## src/rtl/tes_pkg.sv

```systemverilog
package tes_pkg;

  localparam logic [1:0] CMD_SET   = 2'd0;
  localparam logic [1:0] CMD_UNSET = 2'd1;
  localparam logic [1:0] CMD_TICK  = 2'd2;

  localparam logic [1:0] KIND_STATUS = 2'd0;
  localparam logic [1:0] KIND_FIRED  = 2'd1;
  localparam logic [1:0] KIND_DONE   = 2'd2;

  localparam logic [1:0] ST_OK        = 2'd0;
  localparam logic [1:0] ST_FULL      = 2'd1;
  localparam logic [1:0] ST_NOT_FOUND = 2'd2;

  localparam int          LIMIT_W   = 13;
  localparam logic [15:0] TICKS_MAX = 16'hFFFF;

  typedef struct packed {
    logic [15:0]        event_id;
    logic [LIMIT_W-1:0] limit;
    logic [15:0]        ticks;
  } slot_entry_t;

  typedef struct packed {
    logic        en;
    slot_entry_t data;
  } slot_wr_t;

endpackage

```

## src/rtl/timed_event_slot_table.sv

```systemverilog
// Set: accepted, then walks the slots in order up to the first free one (at most SLOT_COUNT slots).
// Unset and tick: accepted, then each occupied slot takes a memory read, then an evaluate step
// (tick also writes back), and each free slot a read step only, ending with the done or not-found
// item; an unset that matches ends at its slot instead. One request at a time.
// Results wait in an output register; a stalled result delays the walk.
// Reset (rst, synchronous) clears all occupied flags and the handshake state.
module timed_event_slot_table
  import tes_pkg::*;
#(
  parameter int SLOT_COUNT = 8
) (
  input  logic        clk,
  input  logic        rst,
  input  logic        cmd_valid,
  output logic        cmd_stall,
  input  logic [1:0]  command,
  input  logic [15:0] event_id,
  input  logic [15:0] period_ms,
  output logic        res_valid,
  input  logic        res_stall,
  output logic [1:0]  kind,
  output logic [15:0] fired_id,
  output logic [1:0]  status,
  output logic        last
);

  localparam int IDX_W = (SLOT_COUNT > 1) ? $clog2(SLOT_COUNT) : 1;
  localparam logic [IDX_W-1:0] LastIdx = IDX_W'(SLOT_COUNT - 1);

  typedef enum logic [2:0] {
    S_IDLE,
    S_SCAN,
    S_READ,
    S_EVAL,
    S_DONE
  } state_t;

  state_t                 state;
  logic [IDX_W-1:0]       idx;
  logic [SLOT_COUNT-1:0]  used;
  logic [1:0]             cmd;
  logic [15:0]            req_id;
  logic [LIMIT_W-1:0]     req_limit;
  logic [LIMIT_W-1:0]     limit_calc;

  slot_wr_t    wr;
  logic        rd_en;
  slot_entry_t rd_data;

  logic        accept;
  logic        out_free;
  logic        fire;
  logic        match;
  logic        res_load;
  logic [15:0] ticks_inc;

  tes_limit_calc u_limit (
    .period_ms (period_ms),
    .limit     (limit_calc)
  );

  tes_slot_mem #(
    .DEPTH (SLOT_COUNT),
    .IDX_W (IDX_W)
  ) u_mem (
    .clk     (clk),
    .wr      (wr),
    .wr_addr (idx),
    .rd_en   (rd_en),
    .rd_addr (idx),
    .rd_data (rd_data)
  );

  assign cmd_stall = (state != S_IDLE);
  assign accept    = cmd_valid && !cmd_stall;
  assign out_free  = !res_valid || !res_stall;
  assign fire      = ({3'b0, rd_data.limit} <= rd_data.ticks);
  assign match     = (rd_data.event_id == req_id);
  assign ticks_inc = fire ? 16'd1 :
                     (rd_data.ticks == TICKS_MAX) ? TICKS_MAX : rd_data.ticks + 16'd1;
  assign rd_en     = (state == S_READ) && used[idx];
  assign res_load  = out_free && (
                       ((state == S_SCAN) && (!used[idx] || idx == LastIdx)) ||
                       ((state == S_EVAL) && (((cmd == CMD_UNSET) && match) ||
                                              ((cmd == CMD_TICK) && fire))) ||
                       (state == S_DONE));

  always_comb begin
    wr.en   = 1'b0;
    wr.data = rd_data;
    unique case (state)
      S_SCAN: begin
        wr.data.event_id = req_id;
        wr.data.limit    = req_limit;
        wr.data.ticks    = 16'd0;
        wr.en            = !used[idx] && out_free;
      end
      S_EVAL: begin
        wr.data.ticks = ticks_inc;
        wr.en         = (cmd == CMD_TICK) && (!fire || out_free);
      end
      default: begin
        wr.en = 1'b0;
      end
    endcase
  end

  always_ff @(posedge clk) begin
    if (rst) begin
      state     <= S_IDLE;
      idx       <= '0;
      used      <= '0;
      res_valid <= 1'b0;
    end else begin
      if (res_load) begin
        res_valid <= 1'b1;
      end else if (!res_stall) begin
        res_valid <= 1'b0;
      end
      unique case (state)
        S_IDLE: begin
          if (accept) begin
            cmd       <= command;
            req_id    <= event_id;
            req_limit <= limit_calc;
            idx       <= '0;
            if (command == CMD_SET) begin
              state <= S_SCAN;
            end else if (command == CMD_UNSET || command == CMD_TICK) begin
              state <= S_READ;
            end
          end
        end
        S_SCAN: begin
          if (!used[idx] || idx == LastIdx) begin
            if (out_free) begin
              kind      <= KIND_STATUS;
              fired_id  <= '0;
              status    <= used[idx] ? ST_FULL : ST_OK;
              last      <= 1'b1;
              if (!used[idx]) begin
                used[idx] <= 1'b1;
              end
              state <= S_IDLE;
            end
          end else begin
            idx <= idx + 1'b1;
          end
        end
        S_READ: begin
          if (used[idx]) begin
            state <= S_EVAL;
          end else if (idx == LastIdx) begin
            state <= S_DONE;
          end else begin
            idx <= idx + 1'b1;
          end
        end
        S_EVAL: begin
          if (cmd == CMD_UNSET && match) begin
            if (out_free) begin
              used[idx] <= 1'b0;
              kind      <= KIND_STATUS;
              fired_id  <= '0;
              status    <= ST_OK;
              last      <= 1'b1;
              state     <= S_IDLE;
            end
          end else if (cmd == CMD_TICK && fire && !out_free) begin
            state <= S_EVAL;
          end else begin
            if (cmd == CMD_TICK && fire) begin
              kind      <= KIND_FIRED;
              fired_id  <= rd_data.event_id;
              status    <= ST_OK;
              last      <= 1'b0;
            end
            if (idx == LastIdx) begin
              state <= S_DONE;
            end else begin
              idx   <= idx + 1'b1;
              state <= S_READ;
            end
          end
        end
        S_DONE: begin
          if (out_free) begin
            fired_id  <= '0;
            last      <= 1'b1;
            if (cmd == CMD_TICK) begin
              kind   <= KIND_DONE;
              status <= ST_OK;
            end else begin
              kind   <= KIND_STATUS;
              status <= ST_NOT_FOUND;
            end
            state <= S_IDLE;
          end
        end
        default: begin
          state <= S_IDLE;
        end
      endcase
    end
  end

`ifndef ASSERT_OFF
  a_no_write_idle: assert property (@(posedge clk) disable iff (rst)
    state == S_IDLE |-> !wr.en)
    else $error("slot memory written while idle");

  a_set_free_slot: assert property (@(posedge clk) disable iff (rst)
    wr.en && state == S_SCAN |-> !used[idx])
    else $error("set overwrote an occupied slot");

  a_tick_walk: assert property (@(posedge clk) disable iff (rst)
    accept && command == CMD_TICK |=> state == S_READ && idx == '0)
    else $error("tick did not start the walk at slot zero");

  a_done_last: assert property (@(posedge clk) disable iff (rst)
    res_valid && (kind == KIND_DONE || kind == KIND_STATUS) |-> last)
    else $error("final result without last");
`endif

endmodule

```

## src/rtl/tes_limit_calc.sv

```systemverilog
module tes_limit_calc
  import tes_pkg::*;
(
  input  logic [15:0]        period_ms,
  output logic [LIMIT_W-1:0] limit
);

  // x / 10 == (x * 52429) >> 19 for every 16-bit x
  localparam logic [32:0] Recip = 33'd52429;

  logic [32:0] prod;

  assign prod  = 33'(period_ms) * Recip;
  assign limit = prod[19 +: LIMIT_W];

endmodule

```

## src/rtl/tes_slot_mem.sv

```systemverilog
module tes_slot_mem
  import tes_pkg::*;
#(
  parameter int DEPTH = 8,
  parameter int IDX_W = 3
) (
  input  logic             clk,
  input  slot_wr_t         wr,
  input  logic [IDX_W-1:0] wr_addr,
  input  logic             rd_en,
  input  logic [IDX_W-1:0] rd_addr,
  output slot_entry_t      rd_data
);

  slot_entry_t mem [DEPTH];

  always_ff @(posedge clk) begin
    if (wr.en) begin
      mem[wr_addr] <= wr.data;
    end
    if (rd_en) begin
      rd_data <= mem[rd_addr];
    end
  end

endmodule
```

## config.mk

```make
export PLATFORM = sky130hd
export DESIGN_NAME = timed_event_slot_table
export DESIGN_NICKNAME = d
export VERILOG_FILES = /design/src/rtl/tes_pkg.sv /design/src/rtl/timed_event_slot_table.sv /design/src/rtl/tes_limit_calc.sv /design/src/rtl/tes_slot_mem.sv
export SDC_FILE = /design/constraint.sdc
export NUM_CORES = 1
export LEC_CHECK = 0
export BUFFER_PORTS_ARGS = -buffer_cell sky130_fd_sc_hd__buf_2
export CORE_ASPECT_RATIO = 0.6
export CORE_MARGIN = 2
export CORE_UTILIZATION = 33
export CTS_CLUSTER_SIZE = 8
export DETAILED_ROUTE_END_ITERATION = 8
export HOLD_SLACK_MARGIN = 0.1
export REMOVE_ABC_BUFFERS = 1
export SLEW_MARGIN = 20
export SYNTH_ARGS = -nofsm -noshare
export SYNTH_HDL_FRONTEND = slang
export SYNTH_HIERARCHICAL = 1
export SYNTH_SLANG_ARGS = --single-unit
```

## constraint.sdc

```tcl
create_clock -name clk -period 7.7 [get_ports clk]
set_clock_uncertainty 0.1 [all_clocks]
set_input_delay 0.385 -clock clk [delete_from_list [all_inputs] [get_ports clk]]
set_output_delay 0.385 -clock clk [all_outputs]
set_load 0.005 [all_outputs]
```

==> results.json <==
{
  "grt_pass1_vias": 13400,
  "wirelength_um": 52200,
  "crit_family": "adder cells",
  "comb_power_share_pct": 27.6,
  "final_cell_mix": "457 x edfxtp_1, 186 x inv_1, 147 x ha_1",
  "synthArstFlopShare_pct": 0,
  "ant_nets": 0,
  "seqPwrFrac_pct": 38.2,
  "synth.top_cells.by_area": "edfxtp_1 57%, mux4_1 9.8%, ha_1 7.7%, fa_1 6.6%, mux2_2 3.4%",
  "path_cells": "buf_2, ha_1, inv_1, fa_1, inv_1, fa_1, fa_1, fa_1, inv_1, fa_1, inv_1, ha_1, a21oi_1, a21oi_1, o21ai_0, a21boi_2, o31ai_4, o21ai_2, o41ai_2, xnor2_1",
  "io_buffers": 60,
  "num_vias": 13000,
  "p_per_area_mw_per_mm2": 285,
  "end_kind": "flop",
  "period_needed_ns": 5.47,
  "status": "finished, final reports clean",
  "grt_pass1_wl_um": 80700,
  "place_area_mm2": 0.0255,
  "synth_enable_flop_cells": 457,
  "p_sw_mw": 2.31,
  "wl_per_cell_um": 20.1,
  "hold_class": "primary input to flop",
  "grt_start_max_net_pins": 59,
  "slew_violations": 0,
  "vdd_drop_max_mv": 0.197,
  "cp_common_cell": "fa_1",
  "hold_viol_final": 0,
  "die_area_mm2": 0.0751,
  "crit_arrival_ns": 5.69,
  "dr.pass1.iters": 5,
  "start_util_pct": 33.4,
  "cpPeakStageDelay_ns": 0.55,
  "r2r_slack_ns": 3.04,
  "critical_path_class": "primary input to flop",
  "synth.distinct_cells": 73,
  "num_rows": 76,
  "hold_buffers": 18,
  "p_clk_share_pct": 34.2,
  "drc": 0,
  "hold_depth": 2,
  "place_ws_ns": 1.65,
  "yosysSeqAreaShare_pct": 58.4,
  "synth_cells": 1496,
  "area_delta_synth_final_pct": 14.8,
  "intPower_mw": 5.55,
  "swShare_pct": 29.4,
  "cts_root_buf": "clkbuf_16",
  "ys_ff_latch": 472,
  "post-cts-setup-buffers": 0,
  "grt_overflow_total": 0,
  "critPathRequiredTime_ns": 7.92,
  "post_cts_resized": 0,
  "synth.top_cell.area_share_pct": 57.1,
  "min-delay-start": "rst",
  "die_w_um": 352,
  "cts.sinks": 472,
  "stdcell_area_mm2": 0.0276,
  "path_clk_slew_ns": 0.05,
  "r2r-start": "u_mem/rd_data[11]",
  "layout.filler_cells": 6685,
  "numCtsBuffers": 68,
  "die_h_um": 213,
  "cap_viol_max_count": 0,
  "drt_iter0_markers": 1140,
  "io_pins": 61,
  "worst_slew_pin_slew_ns": 0.981,
  "fin_ws_ns": 2.23,
  "synth_flop_cell": "edfxtp_1",
  "layout_commonest_cell": "edfxtp_1",
  "dp_hpwl_um": 33100,
  "ys.warnings.count": 6,
  "h-tree-depth": 3,
  "worst_path_max_delay_cell": "fa_1",
  "grt.total_usage_pct": 14.1,
  "avgSynthCellArea_um2": 16.1,
  "cp-start-kind": "primary input",
  "n_antenna_cell": 0,
  "vias_per_cell": 5.01,
  "synth_area_mm2": 0.0240,
  "nets": 1875,
  "coreArea_mm2": 0.0719,
  "post_route_cells_drive_above_1_share_pct": 16.1,
  "finalSetupViolCount": 0,
  "cts.path.max_buffers": 3,
  "cts_tree": "built",
  "critPathBufInv": 5,
  "r2r_end": "u_mem/mem[2][21]",
  "critPathMaxFanout": 5,
  "p_leak_nw": 10.0,
  "clk_latency_ns": 0.59,
  "slew_headroom_pct": 34.1,
  "synth_area_leader_cell": "edfxtp_1",
  "fmax_ghz": 0.183,
  "antenna_found_initial": 0,
  "reg2regPathDepth": 10,
  "place_congestion": 0.904,
  "post-route-period-util_pct": 71.0,
  "rsz0062_at_grt": "no"
}
==> worst register-to-register path: cells and delay by family, from the launching register on <==
family	cells	cell delay [ns]
flops	1	0.47
fa+ha+maj	1	0.32
simple gates	3	1.13
buf+inv	2	0.74
compound gates	4	1.52
==> registers in the layout, summed over array words and instances, names as in the netlist, 2 cells and up, named ones only <==
register and count:
kind 2, u_mem/mem 360, req_id 16, cmd 2, u_mem/rd_data 45, fired_id 16, status 2, req_limit 13
idx 3, state 3
==> through the flow <==
stage               util, %  power [mW]  hold WS (ns)  TNS [ns]  std cells
finish                 38.4        7.86         0.134         0       2605
global route           38.4        8.41         0.154         0       2605
CTS                    38.4        7.96         0.107         0       2605
detailed placement     35.5        5.23         0.365         0       2498
global placement       35.5        5.23         0.355         0       2498
floorplan                 -        4.69         0.343    -49.42       1446
==> synthesized netlist by cell type (4+ instances only) <==
cell type / number
a21o_1: 9
a21oi_1: 41
a311oi_1: 7
a31oi_1: 5
and2_1: 7
and3_1: 6
buf_1: 10
buf_2: 5
buf_6: 11
clkbuf_1: 22
dfxtp_1: 15
edfxtp_1: 457
fa_1: 79
ha_1: 147
inv_1: 186
mux2_2: 73
mux2i_1: 6
mux4_1: 90
nand2_1: 61
nand2b_1: 10
nand3_1: 22
nand4_1: 10
nor2_1: 43
nor2b_1: 8
nor3_1: 12
o211ai_1: 5
o21ai_0: 45
o2bb2ai_1: 5
or3_1: 4
xnor2_1: 26
xor2_1: 10
==> worst max path at each step <==
stage                                 end    startpoint  depth (start not counted)
after floorplan           u_mem/mem[4][0]        idx[0]                          6
after global placement      req_limit[11]  period_ms[7]                         20
after detailed placement    req_limit[12]  period_ms[7]                         20
after CTS                   req_limit[12]  period_ms[7]                         20
after global routing        req_limit[12]  period_ms[7]                         20
final                       req_limit[12]  period_ms[7]                         20
==> layer usage <==
layer  track usage (%)  vias up  share of wire [%]
li1                  -     5899                  -
met1              22.1     6728                 52
met2              19.9      362                 41
met3              2.95       57                5.9
met4              3.08        0                1.2
met5                 0        -                  0
==> logic make-up after synthesis <==
logic type	count (synthesis)	synth area share, %
muxes	169	13.5
xor gates and xnor gates	36	1.31
adders and majority gates	226	14.2
AOI/OAI and AO/OA	156	4.36
DFF	472	58.4
buffers and inverters	236	4.07
and+or+nand+nor	201	4.17
==> power by group through the flow <==
| stage | registers [mW] | clock network (mW) | logic (mW) |
|---|---|---|---|
| finish | 3.01 | 2.69 | 2.17 |
| global route | 3.01 | 2.86 | 2.54 |
| CTS | 3.01 | 2.75 | 2.21 |
| detailed placement | 3.06 | 0 | 2.18 |
| global placement | 3.06 | 0 | 2.17 |
| floorplan | 3.04 | 0 | 1.65 |
==> cell type report <==
type	count	area [µm²]	area share (%)
clock buffer	86	1850	6.72
timing repair buffer	95	608	2.20
inverter	186	698	2.53
sequential	472	14000	50.9
clock inverter	3	45.0	0.163
tap	975	1220	4.42
multi-input combinational	788	9120	33.1
Power figures use the tool's default switching activity.
